File: config.mk
export PLATFORM = sky130hd
export DESIGN_NAME = c2c_ctrl
export DESIGN_NICKNAME = d
export VERILOG_FILES = /design/src/sv/c2c_pkg.sv /design/src/sv/c2c_ctrl.sv
export SDC_FILE = /design/constraint.sdc
export NUM_CORES = 1
export LEC_CHECK = 0
export ABC_AREA = 1
export ABC_CLOCK_PERIOD_IN_PS = 1540
export BUFFER_PORTS_ARGS = -buffer_cell sky130_fd_sc_hd__buf_2
export CAP_MARGIN = 20
export CORE_MARGIN = 4
export CORE_UTILIZATION = 45
export DETAILED_ROUTE_END_ITERATION = 6
export PLACE_DENSITY_LB_ADDON = 0.15
export SYNTH_ARGS = -nofsm -noshare
export SYNTH_HDL_FRONTEND = slang
export SYNTH_SLANG_ARGS = --single-unit
File: constraint.sdc
create_clock -name clk -period 1.54 [get_ports clk]
set_clock_uncertainty 0.2 [all_clocks]
set_input_delay 0.308 -clock clk [delete_from_list [all_inputs] [get_ports clk]]
set_output_delay 0.308 -clock clk [all_outputs]
set_load 0.005 [all_outputs]
File: src/sv/c2c_pkg.sv
package c2c_pkg;

  localparam int FIELD_VNUM_W  = 17;
  localparam int FIELD_ENUM_W  = 11;
  localparam int FIELD_IDX_W   = 13;
  localparam int FIELD_STAT_W  = 3;
  localparam int FIELD_VALUE_W = 16;

  localparam logic [1:0] FN_LOAD   = 2'd0;
  localparam logic [1:0] FN_FINISH = 2'd1;
  localparam logic [1:0] FN_RD_OFF = 2'd2;
  localparam logic [1:0] FN_RD_PIN = 2'd3;

  localparam logic [2:0] ST_OK        = 3'd0;
  localparam logic [2:0] ST_BAD_VERT  = 3'd1;
  localparam logic [2:0] ST_BAD_EDGE  = 3'd2;
  localparam logic [2:0] ST_TOO_MANY  = 3'd3;
  localparam logic [2:0] ST_BAD_INDEX = 3'd4;

  localparam logic [1:0] REG_NUM_VERTICES = 2'd0;
  localparam logic [1:0] REG_NUM_EDGES    = 2'd1;
  localparam logic [1:0] REG_NUM_ENTRIES  = 2'd2;

  typedef struct packed {
    logic [1:0]               func;
    logic [FIELD_VNUM_W-1:0]  vertex_number;
    logic [FIELD_ENUM_W-1:0]  edge_number;
    logic [FIELD_IDX_W-1:0]   read_index;
  } in_item_t;

  typedef struct packed {
    logic [FIELD_STAT_W-1:0]  status;
    logic [FIELD_VALUE_W-1:0] read_value;
  } out_item_t;

  // Commands from the controller to the datapath.
  typedef struct packed {
    logic take;
    logic clr_we;
    logic ld_commit;
    logic rd_cap;
    logic pre_rd;
    logic pre_wr;
    logic pre_end;
    logic sc_rd;
    logic sc_cur;
    logic sc_wr;
    logic post;
  } cmd_t;

  // Status from the datapath to the controller.
  typedef struct packed {
    logic [1:0] in_func;
    logic       in_ok;
    logic       pre_done;
    logic       sc_done;
    logic       clr_last;
    logic       out_free;
  } stat_t;

endpackage

File: src/sv/c2c_ctrl.sv
module c2c_ctrl (
  input  logic           clk,
  input  logic           rst_n,
  input  logic           in_valid,
  output logic           in_ready,
  input  c2c_pkg::stat_t st,
  output c2c_pkg::cmd_t  cmd
);

  typedef enum logic [9:0] {
    S_CLEAR  = 10'b00_0000_0001,
    S_IDLE   = 10'b00_0000_0010,
    S_LD_WR  = 10'b00_0000_0100,
    S_RD_CAP = 10'b00_0000_1000,
    S_PRE_RD = 10'b00_0001_0000,
    S_PRE_WR = 10'b00_0010_0000,
    S_SC_RD  = 10'b00_0100_0000,
    S_SC_CUR = 10'b00_1000_0000,
    S_SC_WR  = 10'b01_0000_0000,
    S_RESP   = 10'b10_0000_0000
  } state_t;

  state_t state_r, state_nxt;

  always_ff @(posedge clk) begin
    if (!rst_n) begin
      state_r <= S_CLEAR;
    end else begin
      state_r <= state_nxt;
    end
  end

  assign in_ready = (state_r == S_IDLE);

  always_comb begin
    cmd       = '0;
    state_nxt = state_r;
    unique case (state_r)
      S_CLEAR: begin
        cmd.clr_we = 1'b1;
        if (st.clr_last) begin
          state_nxt = S_IDLE;
        end
      end
      S_IDLE: begin
        if (in_valid) begin
          cmd.take = 1'b1;
          unique case (st.in_func) inside
            c2c_pkg::FN_LOAD:   state_nxt = st.in_ok ? S_LD_WR : S_RESP;
            c2c_pkg::FN_FINISH: state_nxt = S_PRE_RD;
            c2c_pkg::FN_RD_OFF, c2c_pkg::FN_RD_PIN:
              state_nxt = st.in_ok ? S_RD_CAP : S_RESP;
            default:            state_nxt = S_RESP;
          endcase
        end
      end
      S_LD_WR: begin
        cmd.ld_commit = 1'b1;
        state_nxt     = S_RESP;
      end
      S_RD_CAP: begin
        cmd.rd_cap = 1'b1;
        state_nxt  = S_RESP;
      end
      S_PRE_RD: begin
        if (st.pre_done) begin
          cmd.pre_end = 1'b1;
          state_nxt   = S_SC_RD;
        end else begin
          cmd.pre_rd = 1'b1;
          state_nxt  = S_PRE_WR;
        end
      end
      S_PRE_WR: begin
        cmd.pre_wr = 1'b1;
        state_nxt  = S_PRE_RD;
      end
      S_SC_RD: begin
        if (st.sc_done) begin
          state_nxt = S_RESP;
        end else begin
          cmd.sc_rd = 1'b1;
          state_nxt = S_SC_CUR;
        end
      end
      S_SC_CUR: begin
        cmd.sc_cur = 1'b1;
        state_nxt  = S_SC_WR;
      end
      S_SC_WR: begin
        cmd.sc_wr = 1'b1;
        state_nxt = S_SC_RD;
      end
      S_RESP: begin
        if (st.out_free) begin
          cmd.post  = 1'b1;
          state_nxt = S_IDLE;
        end
      end
      default: begin
        state_nxt = S_CLEAR;
      end
    endcase
  end

endmodule

==> out/metrics.csv, run 1 <==
metric;value;unit
clk-insertion-delay-late;0.28;ns
synth_top_family_by_area;simple AND/OR/NAND/NOR gates;
synth-seq-area-share;28.27;%
critical_path.max_fanout;5;
fin_ws;-0.2920;ns
drive_gt1_share;68.90;%
reg2reg_from;state_r[1];
period_minus_slack;1.832;ns
initial_core_util;47.56;%
powerDensity;1269;nW/um^2
core;1489;sq um
period_share;119.0;%
die_area;2272;sq um
gp_congestion;0.8336;
setup_viol;22;
top_register;state_r;
p_leak;0.6679;nW
ant_nets;0;
crit-reg2reg-capture;state_r[6];
grt_pass1_wl;3684;um
drt-total-wl;2696;um
hold_viol;0;
tns;-3.832;ns
max_stage_delay;0.34;ns
wl_per_cell;14.98;um
clock_path_buffers;2;
cp_common_cell;nor2_4;
tightest_slew;0.3129;ns
first_iter_violations;23;
num_antenna_cells;0;
synthSimpleGateAreaFrac;53.71;%
drcViolationCount;0;
crit_start;state_r[9];
cts_sinks;10;
die_h;47.67;um
largest_reg_flops;10;
cts_tree;done;
final_common_cell;buf_4;
required;1.03;ns
top_level_ports;22;
irDropWorstVdd;0.0009779;V
rsz0062_at_grt;true;
hold_path_depth;3;
final_core_util;85.21;%
track_usage;23.86;%
syn_avg_cell_area;6.323;sq um
num_vias;962;
violations;setup timing;
r2r_setup_slack;-0.12;ns
finalPower;1.610;mW
syn_to_final_growth;79.15;%
maxSlewHeadroom;78.92;%
cts_buffers;3;
path_cells;nor2_4 > nand2_2 > nor2_4 > inv_2 > nor3_2 > buf_2;
slowest_stage;dfxtp_2;
hold_buffers;0;
dp_slack;-0.06063;ns
synth_compound_area_share;5.300;%
fmax;545.9;MHz
grt_max_degree;8;
critPathArrivalTime;1.32;ns
port-buffer-count;21;
reg.largest.list;state_r x10;
antenna_found_initial;0;
r2r_cells;9;
cap_violations;0;
first_pass_iters;4;
criticalPathCategory;reg2out;
syn_area;708.2;sq um
yosys.area_share.adder;0;%
gr-total-overflow;0;
min_to;state_r[3];
placed_cell_area;930.9;sq um
clk_pin_slew;0.08;ns
synth_xor_area_share;0;%
critPathLaunchType;flop;
htree_num_levels;1;
syn_nets;122;
yosys_warnings;0;
min_path_type;in2reg;
grt_pass1_vias;885;
final_area;1269;sq um
most-common-layout-cells;buf_4, buf_2, inv_1;
placement_rows;14;
detail_route.vias_per_cell;5.344;
synth_mux_area_share;0;%
fillCellCount;88;
layout.nets;175;
worstHoldStart;st[6];
synth-seq-cells;10;
dp_hpwl;1485;um
fp.dieW;47.67;um
clockRootBuffer;clkbuf_4;
status;finished, violations left;
yosysUniqueCellTypes;18;
critPathCaptureType;primary output;
synthCells;112;
slew_viol_final;0;
## worst max-delay path: cells and delay by family (launching register included)
family                 cells  cell delay (ns)
buffers and inverters      2             0.20
DFF                        1             0.34
and+or+nand+nor            4             0.51
## worst max-delay path by stage
stage                 end  slack (ns)
6_report           cmd[8]       -0.29
5_1_grt            cmd[8]       -0.39
4_1_cts            cmd[4]       -0.26
3_5_place_dp       cmd[4]       -0.06
3_3_place_gp   state_r[1]       -0.02
2_1_floorplan      cmd[4]        0.12
## metrics by stage
step           cells  hold WS [ns]
2_1_floorplan    112        0.2285
3_3_place_gp     162        0.2691
3_5_place_dp     162        0.2815
4_1_cts          178       0.06780
5_1_grt          180       0.06357
6_report         180       0.05919
## final cells by class
cell class,count,area [sq um],share of cell area [%]
Inverter,24,90.09,7.101
Multi-Input combinational cell,78,585.6,46.15
Tap cell,16,20.02,1.578
Sequential cell,10,212.7,16.77
Clock buffer,4,36.28,2.860
Timing Repair Buffer,48,324.1,25.54
## cell usage after synthesis (all sizes together)
cell,count,area (sq um)
inv,24,90.09
dfxtp,10,200.2
nand2,21,86.33
nor3b,2,25.02
nand4,2,12.51
and3,1,6.260
nand3,10,70.07
nor3,7,35.03
nor2,27,136.4
o21bai,1,7.510
o21ai,4,20.01
a21oi,2,10.01
and2,1,8.760
## power by group
part	leakage [nW]	switching, mW	internal (mW)
Clock	0.0210	0.107	0.144
Combinational	0.562	0.567	0.443
Sequential	0.0852	0.0453	0.304
Total	0.668	0.719	0.891
## layer usage
layer	vias to the layer above	GRT usage [%]	routed length, um
li1	451	-	-
met1	456	24.22	985
met2	39	44.39	1421
met3	16	6.015	173
met4	0	12.37	116
met5	-	0	0
## cell families (layout without fill, tap and decap cells)
logic type,after synthesis,count (layout)
AOI/OAI and AO/OA,7,7
buffers and inverters,24,76
DFF,10,10
and+or+nand+nor,71,71
## what timing repair did
action,in CTS,in global routing
setup buffers,13,3
pin swaps,19,15
hold endpoints to repair,0,0
resized for setup,36,27
setup endpoints to repair,22,22
Note: power is estimated with default switching activity, not from simulation.
==> inputs of run 2 (changes only) <==
- CORE_MARGIN: 4 -> unset
- REMOVE_ABC_BUFFERS: unset -> 1
==> run 2 against run 1 <==
  * Flip-flop and latch count is the same
  * Power shrank 5.9%
  * Die area shrank 24%
  * Register-to-register slack lost 0.11 ns
  * Non-clock buffer count shrank 5
  * Critical path depth is the same
  * Clock-buffer cell count shrank 1
  * Cell count shrank 3.9%
  * The flow finishes with violations (DRC, setup timing)
  * Global-route usage grew 5.4 points
  * Routed wire length grew 9.9%
  * Worst setup slack lost 0.047 ns
  * Highest routed layer unchanged
==> out/metrics.csv, run 2 (synthesis results as in run 1) <==
metric;value;unit;change
status;finished, violations left;;
violations;DRC, setup timing;;
cts_tree;done;;
initial_core_util;51.22;%;+3.7 points
fin_ws;-0.3390;ns;-0.04702 ns
min_path_type;in2reg;;
core;1383;sq um;-7.1%
drcViolationCount;1;;+1
p_leak;0.6454;nW;-3.4%
fmax;532.2;MHz;-2.5%
top_register;state_r;;
detail_route.vias_per_cell;5.653;;+5.8%
fp.dieW;41.67;um;-13%
powerDensity;1235;nW/um^2;-2.7%
reg2reg_from;state_r[0];;
p_int;807.8;uW;-9.3%
slew_viol_final;0;;unchanged
period_share;122.0;%;+3.1 points
period_minus_slack;1.879;ns;+0.04702 ns
drt-total-wl;2962;um;+9.9%
r2r_cells;12;;+3
num_antenna_cells;0;;unchanged
fin_hold_ws;0.1005;ns;+0.04134 ns
dp_hpwl;1462;um;-1.5%
critPathLaunchType;flop;;
wl_per_cell;17.12;um;+14%
antenna_found_initial;0;;unchanged
port-buffer-count;21;;unchanged
drive_gt1_share;66.46;%;-2.4 points
clockRootBuffer;clkbuf_4;;
cap_violations;0;;unchanged
final_core_util;88.69;%;+3.5 points
layout.nets;170;;-2.9%
placed_cell_area;907.1;sq um;-2.6%
clock_power_share;12.4;%;-3.2 points
grt_pass1_vias;890;;+0.56%
min_to;state_r[9];;
clock_path_buffers;2;;unchanged
critPathArrivalTime;1.37;ns;+0.05 ns
first_pass_iters;7;;+3
gr-total-overflow;0;;unchanged
fillCellCount;77;;-13%
crit-reg2reg-capture;state_r[9];;
criticalPathCategory;reg2out;;
worstHoldStart;rst_n;;
rsz0062_at_grt;true;;
top_level_ports;22;;unchanged
irDropWorstVdd;0.001205;V;+23%
die_area;1736;sq um;-24%
maxSlewHeadroom;78.51;%;-0.41 points
required;1.03;ns;about the same
ant_nets;0;;unchanged
track_usage;29.27;%;+5.4 points
grt_pass1_wl;3953;um;+7.3%
die_h;41.67;um;-13%
grt_max_degree;8;;unchanged
critPathCaptureType;primary output;;
reg.largest.list;state_r x10;;
clk_pin_slew;0.07;ns;about the same
cts_buffers;3;;unchanged
clk-insertion-delay-late;0.27;ns;about the same
critical_path.max_fanout;4;;-1
seqPwrFrac;22.8;%;+1.1 points
htree_num_levels;1;;unchanged
largest_reg_flops;10;;unchanged
hold_path_depth;3;;unchanged
final_cells;173;;-3.9%
r2r_setup_slack;-0.23;ns;-0.11 ns
regArea;217.7;sq um;+2.4%
most-common-layout-cells;buf_2, inv_1, buf_4;;
pwr-share-comb;64.8;%;+2.1 points
switching_share;46.66;%;+2.0 points
num_vias;978;;+1.7%
gp_congestion;0.8393;;+0.68%
cts_sinks;10;;unchanged
syn_to_final_growth;73.15;%;
first_iter_violations;54;;+130%
placement_rows;13;;-1
tns;-5.044;ns;-1.211 ns
p_switching;706.6;uW;-1.7%
setup_viol;21;;-4.5%
hold_viol;0;;unchanged
final_area;1226;sq um;-3.4%
tightest_slew;0.3212;ns;+0.008291 ns
final_common_cell;buf_2;;
dp.cells;158;;-2.5%
multiInputGateArea;593.1;sq um;+1.3%
## run 2: cell types whose count changed in the layout (fill, tap and decap cells not counted), moves of 2 or more
cell / change
nand2_2: -2
dfxtp_2: -2
dfxtp_4: +2
buf_2: +2
inv_2: -2
nand2_1: +2
buf_4: -7
## run 2: power groups by stage
stage	sequential [mW]	combinational, mW	clock (mW)
floorplan	0.321	0.399	0
global placement	0.324	0.573	0
detailed placement	0.324	0.587	0
CTS	0.338	0.765	0.182
global route	0.346	1.06	0.196
finish	0.345	0.981	0.188
## run 2: repair_timing
item,CTS,global route
buffers inserted,8,6
pin swaps,16,15
hold buffers,0,0
gates resized for setup,36,27
endpoints found under the setup margin,18,22
endpoints found under the hold margin,0,0
## run 2: worst max path at each step
stage	from	slack [ns]	cells after the start	to
after CTS	state_r[8]	-0.25	6	cmd[8]
after floorplan	state_r[2]	0.12	5	cmd[4]
after global routing	state_r[0]	-0.38	6	cmd[6]
after detailed placement	state_r[4]	-0.03	6	cmd[8]
after global placement	state_r[4]	-0.002	6	cmd[8]
final	state_r[0]	-0.34	6	cmd[6]
## run 2: per-layer routing
metal	routed length [um]	vias up	global-route usage, %
li1	-	439	-
met1	1050	441	35.22
met2	1474	82	52.81
met3	269	16	4.783
met4	167	0	8.387
met5	0	-	0
## run 2: per-stage QoR
step	total power, mW	worst slack (ns)
detailed placement	0.9119	-0.03053
finish	1.514	-0.3390
floorplan	0.7202	0.1175
global route	1.596	-0.3828
global placement	0.8968	-0.002490
CTS	1.284	-0.2482
## run 2: worst max-delay path, stage by stage, from the launching register on
cell and delay, ns:
dfxtp_2 0.34, nor2_4 0.16, nand2_4 0.11, nor2_4 0.12, nand3_4 0.08, nor2_2 0.14, buf_2 0.14
## run 2: cell type report
cell class              instances  area share, %
multi-input cells              78          48.37
repair buffers                 43          22.96
flip-flops and latches         10          17.76
inverters                      24          7.551
clock buffers                   3          1.837
well taps                      15          1.531
==> inputs of run 3 (changes only) <==
- MAX_ROUTING_LAYER: unset -> met4
==> run 3 against run 2 <==
  * Register-to-register slack hardly changed
  * Sequential power hardly changed
  * The run ends with setup timing left
  * First-iteration DRC count is 20% lower
==> out/metrics.csv, run 3 (synthesis results as in run 1) <==
metric;value;unit;change
reg.largest.list;state_r x10;;
top_level_ports;22;;unchanged
grt_pass1_wl;3953;um;unchanged
critPathCaptureType;primary output;;
clk-insertion-delay-late;0.27;ns;about the same
crit-reg2reg-capture;state_r[9];;
worstHoldStart;rst_n;;
crit_family;simple AND/OR/NAND/NOR gates;;
p_leak;0.6454;nW;unchanged
min_path_type;in2reg;;
slowest_stage;dfxtp_2;;
fin_ws;-0.3443;ns;-0.005300 ns
pwr-share-comb;64.5;%;-0.3 points
clock_path_buffers;2;;unchanged
cts_sinks;10;;unchanged
detail_route.vias_per_cell;5.642;;-0.20%
ant_nets;0;;unchanged
multiInputGateArea;593.1;sq um;unchanged
grt_pass1_vias;890;;unchanged
top_register;state_r;;
fillCellCount;77;;unchanged
status;finished, violations left;;
gr-total-overflow;0;;unchanged
clock_power_share;12.6;%;+0.2 points
cp_num_buf_inv;1;;unchanged
num_vias;976;;-0.20%
dp_hpwl;1462;um;unchanged
tightest_slew;0.3279;ns;+0.006658 ns
regArea;217.7;sq um;unchanged
cp_common_cell;nor2_4;;
clockRootBuffer;clkbuf_4;;
largest_reg_flops;10;;unchanged
tns;-5.104;ns;-0.05997 ns
final_common_cell;buf_2;;
max_stage_delay;0.34;ns;about the same
min_to;state_r[9];;
most-common-layout-cells;buf_2, inv_1, buf_4;;
path_cells;nor2_4 > nand2_4 > nor2_4 > nand3_4 > nor2_2 > buf_2;;
slew_viol_final;0;;unchanged
track_usage;30.08;%;+0.82 points
dp.cells;158;;unchanged
drt-total-wl;2957;um;-0.17%
htree_num_levels;1;;unchanged
gp_congestion;0.8524;;+1.6%
initial_core_util;51.22;%;unchanged
r2r_cells;12;;unchanged
p_switching;708.7;uW;+0.30%
first_iter_violations;43;;-20%
critPathArrivalTime;1.38;ns;about the same
maxSlewHeadroom;78.06;%;-0.45 points
clk_pin_slew;0.07;ns;about the same
required;1.03;ns;about the same
hold_path_depth;3;;unchanged
die_h;41.67;um;unchanged
critical_path.max_fanout;4;;unchanged
fmax;530.7;MHz;-0.28%
seqPwrFrac;22.8;%;about the same
irDropWorstVdd;0.001199;V;-0.47%
r2r_setup_slack;-0.23;ns;about the same
port-buffer-count;21;;unchanged
cap_violations;0;;unchanged
rsz0062_at_grt;true;;
cts_buffers;3;;unchanged
wl_per_cell;17.09;um;-0.17%
hold_buffers;0;;unchanged
hold_viol;0;;unchanged
period_share;122.4;%;+0.34 points
critPathLaunchType;flop;;
fp.dieW;41.67;um;unchanged
final_core_util;88.69;%;unchanged
first_pass_iters;4;;-3
p_int;807.8;uW;about the same
drcViolationCount;0;;-1
criticalPathCategory;reg2out;;
antenna_found_initial;0;;unchanged
setup_viol;21;;unchanged
syn_to_final_growth;73.15;%;unchanged
cts_tree;done;;
powerDensity;1237;nW/um^2;+0.14%
switching_share;46.73;%;+0.076 points
die_area;1736;sq um;unchanged
core;1383;sq um;unchanged
period_minus_slack;1.884;ns;+0.005300 ns
drive_gt1_share;66.46;%;unchanged
finalPower;1.517;mW;+0.14%
final_cells;173;;unchanged
placement_rows;13;;unchanged
reg2reg_from;state_r[0];;
violations;setup timing;;
num_antenna_cells;0;;unchanged
layout.nets;170;;unchanged
grt_max_degree;8;;unchanged
==> run 3: cell counts in the layout (fill, tap and decap cells not counted) <==
Identical to the previous run, type by type.
==> run 3: worst min-delay path, cell delays in order <==
cell	delay, ns
buf_2	0.13
nand2_1	0.06
nor2_1	0.04
==> run 3: routing by layer <==
metal | routed length [um] | part of all wire [%] | vias to the layer above | global-route usage (%)
met5 | 0 | 0 | - | -
li1 | - | - | 442 | -
met1 | 1033 | 35 | 443 | 35.22
met2 | 1509 | 51 | 75 | 52.81
met3 | 265 | 9.0 | 16 | 4.783
met4 | 148 | 5.0 | 0 | 8.387
==> run 3: layout make-up <==
type / instances / area share, %
Multi-Input combinational cell: 78 / 48.37
Timing Repair Buffer: 43 / 22.96
Sequential cell: 10 / 17.76
Inverter: 24 / 7.551
Clock buffer: 3 / 1.837
Tap cell: 15 / 1.531
==> run 3: how the worst max path moves through the flow <==
stage | start | endpoint | slack [ns] | cells after the start
floorplan | state_r[2] | cmd[4] | 0.12 | 5
global placement | state_r[4] | cmd[8] | -0.002 | 6
detailed placement | state_r[4] | cmd[8] | -0.03 | 6
CTS | state_r[8] | cmd[8] | -0.25 | 6
global route | state_r[0] | cmd[6] | -0.38 | 6
finish | state_r[0] | cmd[6] | -0.34 | 6
==> run 3: power groups by stage <==
stage                     Clock, mW  Sequential, mW  Combinational, mW
after floorplan                   0           0.321              0.399
after global placement            0           0.324              0.573
after detailed placement          0           0.324              0.587
after CTS                     0.182           0.338              0.765
after global routing          0.196           0.346               1.06
final                         0.192           0.346              0.978
==> run 3: repair_timing <==
| item | in CTS | in global routing |
|---|---|---|
| hold endpoints to repair | 0 | 0 |
| pin swaps | 16 | 15 |
| buffers inserted | 8 | 6 |
| resized for setup | 36 | 27 |
| endpoints found under the setup margin | 18 | 22 |
==> run 3: through the flow <==
stage	hold WS (ns)	setup WS, ns	instance area (sq um)
2_1_floorplan	0.2285	0.1175	708.2
3_3_place_gp	0.3683	-0.002490	907.1
3_5_place_dp	0.3886	-0.03053	907.1
4_1_cts	0.09939	-0.2482	1109
5_1_grt	0.1223	-0.3828	1226
6_report	0.09851	-0.3443	1226
